<file path="src/design/ecdf_independence_statistic_defines.svh">
// Assertion macros shared by the ECDF independence statistic RTL
`ifndef ECDF_INDEPENDENCE_STATISTIC_DEFINES_SVH
`define ECDF_INDEPENDENCE_STATISTIC_DEFINES_SVH

// same-cycle implication, sampled on clk, off during reset
`define ECDF_ASSERT(label, ante, cons, msg) \
    label: assert property (@(posedge clk) disable iff (!rst_n) (ante) |-> (cons)) \
        else $error(msg);

// next-cycle implication
`define ECDF_ASSERT_NEXT(label, ante, cons, msg) \
    label: assert property (@(posedge clk) disable iff (!rst_n) (ante) |=> (cons)) \
        else $error(msg);

`endif

</file>
<file path="src/design/ecdf_pkg.sv">
// Shared constants and types of the ECDF independence statistic
package ecdf_pkg;

    localparam int MAX_PAIRS_DEF = 1024;
    localparam int SAMPLE_W      = 32;
    localparam int STAT_W        = 22;
    localparam int FRAC_SHIFT    = 32;

    localparam logic [SAMPLE_W-1:0] SIGN_FLIP = {1'b1, {(SAMPLE_W-1){1'b0}}};

    typedef struct packed {
        logic              done;
        logic [STAT_W-1:0] value;
    } stat_resp_t;

endpackage

</file>
<file path="src/design/ecdf_stat.sv">
// Serial unit for D / n^1.5 in Q6.16: restoring divide, then digit square root
module ecdf_stat #(
    parameter int NW = 11,
    parameter int DW = 21
) (
    input  logic                 clk,
    input  logic                 rst_n,
    input  logic                 start,
    input  logic [DW-1:0]        dev,
    input  logic [NW-1:0]        n,
    output ecdf_pkg::stat_resp_t resp
);

    localparam int SW   = ecdf_pkg::STAT_W;
    localparam int N3W  = 3 * NW;
    localparam int NUMW = 2 * DW + ecdf_pkg::FRAC_SHIFT;
    localparam int SQW  = 2 * SW;
    localparam int QW   = (NUMW > SQW + 1) ? NUMW : SQW + 1;
    localparam int CW   = $clog2(NUMW + 1);

    typedef enum logic [6:0] {
        S_IDLE = 7'b0000001,
        S_N2   = 7'b0000010,
        S_N3   = 7'b0000100,
        S_DIV  = 7'b0001000,
        S_SQ0  = 7'b0010000,
        S_SQRT = 7'b0100000,
        S_DONE = 7'b1000000
    } stat_state_t;

    stat_state_t       state_reg, state_next;
    logic [CW-1:0]     cnt_reg, cnt_next;
    logic [DW-1:0]     d_reg, d_next;
    logic [NW-1:0]     n_reg, n_next;
    logic [2*DW-1:0]   sq_reg, sq_next;
    logic [N3W-1:0]    n3_reg, n3_next;
    logic [NUMW-1:0]   num_reg, num_next;
    logic [N3W-1:0]    rem_reg, rem_next;
    logic [NUMW-1:0]   q_reg, q_next;
    logic [SQW-1:0]    v_reg, v_next;
    logic [SW-1:0]     root_reg, root_next;
    logic [SW+1:0]     srem_reg, srem_next;
    logic              sat_reg, sat_next;

    logic [N3W:0]      rem_sh;
    logic              q_bit;
    logic [QW-1:0]     q_ext;
    logic [SW+3:0]     rem2;
    logic [SW+3:0]     trial;

    always_comb
    begin
        rem_sh = {rem_reg, num_reg[NUMW-1]};
        q_bit  = (rem_sh >= {1'b0, n3_reg});
        q_ext  = QW'(q_reg);
        rem2   = {srem_reg, v_reg[SQW-1 -: 2]};
        trial  = {2'b00, root_reg, 2'b01};
    end

    always_comb
    begin
        state_next = state_reg;
        cnt_next   = cnt_reg;
        d_next     = d_reg;
        n_next     = n_reg;
        sq_next    = sq_reg;
        n3_next    = n3_reg;
        num_next   = num_reg;
        rem_next   = rem_reg;
        q_next     = q_reg;
        v_next     = v_reg;
        root_next  = root_reg;
        srem_next  = srem_reg;
        sat_next   = sat_reg;
        unique case (state_reg)
            S_IDLE:
            begin
                if (start)
                begin
                    d_next     = dev;
                    n_next     = n;
                    state_next = S_N2;
                end
            end
            S_N2:
            begin
                n3_next    = N3W'(n_reg * n_reg);
                sq_next    = (2*DW)'(d_reg * d_reg);
                state_next = S_N3;
            end
            S_N3:
            begin
                n3_next    = N3W'(n3_reg[2*NW-1:0] * n_reg);
                num_next   = {sq_reg, {ecdf_pkg::FRAC_SHIFT{1'b0}}};
                rem_next   = '0;
                q_next     = '0;
                cnt_next   = CW'(NUMW);
                state_next = S_DIV;
            end
            S_DIV:
            begin
                rem_next = q_bit ? N3W'(rem_sh - {1'b0, n3_reg}) : rem_sh[N3W-1:0];
                q_next   = {q_reg[NUMW-2:0], q_bit};
                num_next = {num_reg[NUMW-2:0], 1'b0};
                cnt_next = cnt_reg - 1'b1;
                if (cnt_reg == CW'(1))
                begin
                    state_next = S_SQ0;
                end
            end
            S_SQ0:
            begin
                v_next     = q_ext[SQW-1:0];
                sat_next   = |q_ext[QW-1:SQW];
                root_next  = '0;
                srem_next  = '0;
                cnt_next   = CW'(SW);
                state_next = S_SQRT;
            end
            S_SQRT:
            begin
                if (rem2 >= trial)
                begin
                    srem_next = (SW+2)'(rem2 - trial);
                    root_next = {root_reg[SW-2:0], 1'b1};
                end
                else
                begin
                    srem_next = rem2[SW+1:0];
                    root_next = {root_reg[SW-2:0], 1'b0};
                end
                v_next   = {v_reg[SQW-3:0], 2'b00};
                cnt_next = cnt_reg - 1'b1;
                if (cnt_reg == CW'(1))
                begin
                    state_next = S_DONE;
                end
            end
            S_DONE:
            begin
                state_next = S_IDLE;
            end
            default:
            begin
                state_next = S_IDLE;
            end
        endcase
    end

    always_ff @(posedge clk or negedge rst_n)
    begin
        if (!rst_n)
        begin
            state_reg <= S_IDLE;
            cnt_reg   <= '0;
        end
        else
        begin
            state_reg <= state_next;
            cnt_reg   <= cnt_next;
        end
    end

    always_ff @(posedge clk)
    begin
        d_reg    <= d_next;
        n_reg    <= n_next;
        sq_reg   <= sq_next;
        n3_reg   <= n3_next;
        num_reg  <= num_next;
        rem_reg  <= rem_next;
        q_reg    <= q_next;
        v_reg    <= v_next;
        root_reg <= root_next;
        srem_reg <= srem_next;
        sat_reg  <= sat_next;
    end

    assign resp.done  = (state_reg == S_DONE);
    assign resp.value = sat_reg ? {SW{1'b1}} : root_reg;

endmodule

</file>
<file path="config.mk">
export PLATFORM = sky130hd
export DESIGN_NAME = ecdf_stat
export DESIGN_NICKNAME = d
export VERILOG_FILES = /design/src/design/ecdf_independence_statistic_defines.svh /design/src/design/ecdf_pkg.sv /design/src/design/ecdf_stat.sv
export SDC_FILE = /design/constraint.sdc
export NUM_CORES = 2
export LEC_CHECK = 0
export BUFFER_PORTS_ARGS = -buffer_cell sky130_fd_sc_hd__buf_2
export CAP_MARGIN = 20
export CORE_MARGIN = 2
export CORE_UTILIZATION = 40
export DETAILED_ROUTE_END_ITERATION = 10
export GPL_TIMING_DRIVEN = 0
export RECOVER_POWER = 25
export SLEW_MARGIN = 5
export SYNTH_ARGS = -nofsm -noshare
export SYNTH_HDL_FRONTEND = slang
export SYNTH_SLANG_ARGS = --single-unit
</file>
<file path="constraint.sdc">
create_clock -name clk -period 6.55 [get_ports clk]
set_input_delay 0.655 -clock clk [delete_from_list [all_inputs] [get_ports clk]]
set_output_delay 0.655 -clock clk [all_outputs]
set_load 0.005 [all_outputs]
</file>
==> qor.log <==
qor: routing.post-route-drc-count 0
qor: clocking.ctsLongestPathBuffers 3
qor: synth.synth-seq-cells 360
qor: floorplan.top_level_ports 58
qor: sta.fin_setup_tns -1.57 ns
qor: synth.syn_inst 4051
qor: worst_setup_path.critPathMaxFanout 4
qor: grt.grt_resource_usage_total 0.191
qor: sta.hold_viol_final 0
qor: grt.first_global_vias 29079
qor: worst_setup_path.critical_path.reg2reg.startpoint d_reg[4]
qor: synth.share_of_synthesized_cell_area_in_and_or_nand_and_nor_gates 0.154
qor: routing.routed_via_density 4.97
qor: cells_and_area.stdcell_count 5589
qor: outcome.failed_checks max-capacitance violations, max-slew violations, negative setup slack
qor: sta.worst_setup_slack_after_layout -0.208 ns
qor: worst_setup_path.startpoint_type flop
qor: worst_setup_path.worst_r2r_path_depth 26
qor: floorplan.floorplan.die.width 319 um
qor: floorplan.dieArea 0.102 sq mm
qor: floorplan.die-height 319 um
qor: clocking.clkSinkCount 360
qor: placed_design.pre_cts_ws -1.28 ns
qor: sta.finalSetupViolCount 12
qor: grt.grt.met1_usage 0.260
qor: placed_design.place_hpwl 73500 um
qor: cells_and_area.final_net_count 5188
qor: placed_design.dpl.cell_count 5403
qor: sta.slew-limit-headroom -0.178
qor: worst_setup_path.timing.critical_path.mode_cell sky130_fd_sc_hd__fa_1
qor: synth.ys_dominant_reg_cell sky130_fd_sc_hd__edfxtp_1
qor: cells_and_area.largest_reg_flops 74
qor: worst_setup_path.worst_r2r_endpoint sq_reg[37]
qor: floorplan.placement_rows 115
qor: synth.mappedNetlistNets 4974
qor: cells_and_area.fin_area 0.0449 sq mm
qor: worst_setup_path.worst_path_dominant_cell_family adder cells
qor: cells_and_area.fill_cells 9474
qor: synth.synth_area_per_cell 9.81 sq um
qor: floorplan.core 0.0984 sq mm
qor: synth.async_flop_share 0.0389
qor: worst_setup_path.critical_path_required 6.91 ns
qor: routing.initialDrtViolationCount 1788
qor: min_path.hold_start n[10]
qor: grt.grt_pass1_wl 156000 um
qor: synth.largest_area_contributor_in_the_synthesized_netlist sky130_fd_sc_hd__fa_1
qor: cells_and_area.layout_cell_share_with_drive_strength_beyond_1 0.105
qor: placed_design.port_buffers 57
qor: clocking.clk_transition_reported_paths 0.06 ns
qor: synth.main_combinational_cell_family_by_area_after_synthesis adder cells
qor: worst_setup_path.critPathMaxStageDelay 0.57 ns
qor: sta.fin_skew 0.0379 ns
qor: synth.synth.mux.area_fraction 0.00513
qor: synth.synth.area.top_cells sky130_fd_sc_hd__fa_1 (28%), sky130_fd_sc_hd__edfxtp_1 (26%), sky130_fd_sc_hd__ha_1 (11%)
qor: sta.rsz_0062_raised_after_global_routing yes
qor: sta.final-max-slew-violation-count 17
qor: worst_setup_path.critical_path.slowest_cell sky130_fd_sc_hd__fa_1
qor: synth.yosysUniqueCellTypes 85
qor: clocking.tritoncts yes
qor: sta.tightest_slew 1.76 ns
qor: sta.period_needed 6.76 ns
qor: clocking.htree_num_levels 2
qor: routing.vias 27772
qor: worst_setup_path.cp.arrival 7.12 ns
qor: clocking.cts_made_buffers 46
qor: clocking.clock_insertion_delay_worst_skew 0.65 ns
qor: worst_setup_path.worst_setup_path_end_kind flop
qor: worst_setup_path.worst-r2r-setup-slack -0.21 ns
qor: grt.use_met3 0.0258
qor: routing.first_pass_iters 5
qor: clocking.clk_root_buf sky130_fd_sc_hd__clkbuf_16
qor: routing.detail-route-antenna-nets 0
qor: min_path.worst_case_hold_path_end_point n_reg[10]
qor: routing.finalWirelength 95300 um
qor: grt.antenna_found_initial 3
qor: grt.grtUsageMet2 0.323
qor: placed_design.gp_congestion 0.897
qor: floorplan.floorplan.initialDensity 0.404
qor: sta.max_clk_rate 148 MHz
qor: sta.final.period_utilization 1.03
qor: cells_and_area.insertedDiodeCount 0
qor: job.timing.max_cap.violations 1
qor: worst_setup_path.category_of_the_most_critical_setup_path reg -> reg
qor: synth.synth_adder_area_share 0.384
qor: routing.post_drt_wl_per_cell 17.0 um
qor: synth.synth_compound_area_frac 0.0752
qor: synth.synth-xor-area-share 0.0304
qor: min_path.min_path_type in -> reg
qor: outcome.status finished with violations
qor: synth.synth_area 0.0398 sq mm
qor: placed_design.detailed_place.area 0.0419 sq mm
qor: grt.grt.overflow.total 0
qor: synth.synth-edff-count 346
qor: worst_setup_path.sum_of_buffers_and_inverters_on_the_critical_path 7
qor: synth.synthesis.yosys.warnings 0
qor: synth.synth_seq_area_share 0.270
qor: synth.yosys.area.top_type_share 0.278
qor: cells_and_area.flow.area_growth_from_synthesis 13.0%
qor: grt.grt_start_max_net_pins 54
qor: min_path.timing.hold.worst_path_depth 1
qor: grt.grt_busiest_layer met2
==> layout by cell type (no fill, tap or decap), types with 48 or more instances in the layout <==
cell / n
sky130_fd_sc_hd__inv_1: 687
sky130_fd_sc_hd__nand2_1: 675
sky130_fd_sc_hd__fa_1: 545
sky130_fd_sc_hd__edfxtp_1: 346
sky130_fd_sc_hd__ha_1: 322
sky130_fd_sc_hd__and2_1: 239
sky130_fd_sc_hd__nor2_1: 199
sky130_fd_sc_hd__a21oi_1: 140
sky130_fd_sc_hd__buf_4: 110
sky130_fd_sc_hd__clkbuf_1: 99
sky130_fd_sc_hd__xnor2_1: 88
sky130_fd_sc_hd__a21o_1: 67
sky130_fd_sc_hd__o21ai_0: 58
sky130_fd_sc_hd__buf_2: 58
sky130_fd_sc_hd__clkbuf_16: 51
sky130_fd_sc_hd__xor2_1: 48
==> cell usage after synthesis (4+ instances only) <==
master                       n
sky130_fd_sc_hd__a221o_1     6
sky130_fd_sc_hd__fa_1      553
sky130_fd_sc_hd__o31ai_1     7
sky130_fd_sc_hd__a31oi_1    20
sky130_fd_sc_hd__o211ai_1    9
sky130_fd_sc_hd__or3_1       9
sky130_fd_sc_hd__nor2_1    201
sky130_fd_sc_hd__xor2_1     48
sky130_fd_sc_hd__or2_2      33
sky130_fd_sc_hd__a211oi_1   24
sky130_fd_sc_hd__and2_1    251
sky130_fd_sc_hd__o21ai_0    60
sky130_fd_sc_hd__a21oi_1   149
sky130_fd_sc_hd__xnor2_1    90
sky130_fd_sc_hd__mux2i_1    17
sky130_fd_sc_hd__inv_1     697
sky130_fd_sc_hd__a31o_2      4
sky130_fd_sc_hd__dfrtp_1    13
sky130_fd_sc_hd__o21bai_1   17
sky130_fd_sc_hd__nor4_1     11
sky130_fd_sc_hd__a211o_1     8
sky130_fd_sc_hd__nor3b_1     4
sky130_fd_sc_hd__nand2b_1   15
sky130_fd_sc_hd__ha_1      335
sky130_fd_sc_hd__a21o_1     67
sky130_fd_sc_hd__nor3_1     23
sky130_fd_sc_hd__buf_2       6
sky130_fd_sc_hd__nand3b_1    4
sky130_fd_sc_hd__clkbuf_1  151
sky130_fd_sc_hd__o21a_1     17
sky130_fd_sc_hd__nand4_1    15
sky130_fd_sc_hd__o21ai_1    15
sky130_fd_sc_hd__nor2b_1    22
sky130_fd_sc_hd__and3_1     19
sky130_fd_sc_hd__nand2_1   684
sky130_fd_sc_hd__nand3_1    25
sky130_fd_sc_hd__edfxtp_1  346
==> layer usage <==
layer	part of all wire	vias to the layer above
met2	0.47	571
met1	0.46	13754
met3	0.044	125
met5	0.00030	-
met4	0.025	4
li1	-	13318
==> repair_timing <==
| action | in CTS | in global routing |
|---|---|---|
| setup endpoints to repair | 37 | 25 |
| endpoints found under the hold margin | 13 | 0 |
| gates resized for setup | 135 | 97 |
| setup buffers | 67 | 45 |
| gates cloned | 0 | 2 |
| hold buffers | 1 | 0 |
| pin swaps | 45 | 35 |
==> metrics by stage <==
stage	hold WS [ns]	utilization
floorplan	0.359	-
global placement	0.489	0.424
detailed placement	0.493	0.426
CTS	0.148	0.452
global route	0.159	0.457
finish	0.185	0.457
==> cells by family (layout without fill, tap and decap cells) <==
kind of cell,after synthesis,in the layout
XOR/XNOR,138,138
flip-flops,360,360
AND/OR/NAND/NOR,1330,1330
buffers and inverters,861,1112
multiplexers,20,20
adder cells (fa/ha/maj),888,888
AO/OA/AOI/OAI,454,454
==> cell type report <==
class	instances	area, sq um	share of cell area
timing repair buffer	179	1300	0.0290
sequential	360	10700	0.239
multi-input combinational	2830	26200	0.582
clock inverter	27	312	0.00693
buffer	148	941	0.0209
tap	1287	1610	0.0358
inverter	700	2640	0.0588
clock buffer	58	1220	0.0271
==> worst max path at each step <==
stage / cells after the start / endpoint / slack [ns] / startpoint
global placement: 6 / q_ext[23] / -1.37 / state_reg[0]
detailed placement: 23 / sq_reg[41] / -1.28 / d_reg[6]
global route: 26 / sq_reg[37] / -0.43 / d_reg[3]
floorplan: 28 / sq_reg[35] / -0.02 / d_reg[8]
CTS: 27 / sq_reg[37] / -0.28 / d_reg[4]
finish: 26 / sq_reg[37] / -0.21 / d_reg[4]
Power is left out: the tool's default activity adds up to more than one toggle a clock period on the data nets, which glitch-free logic cannot reach.
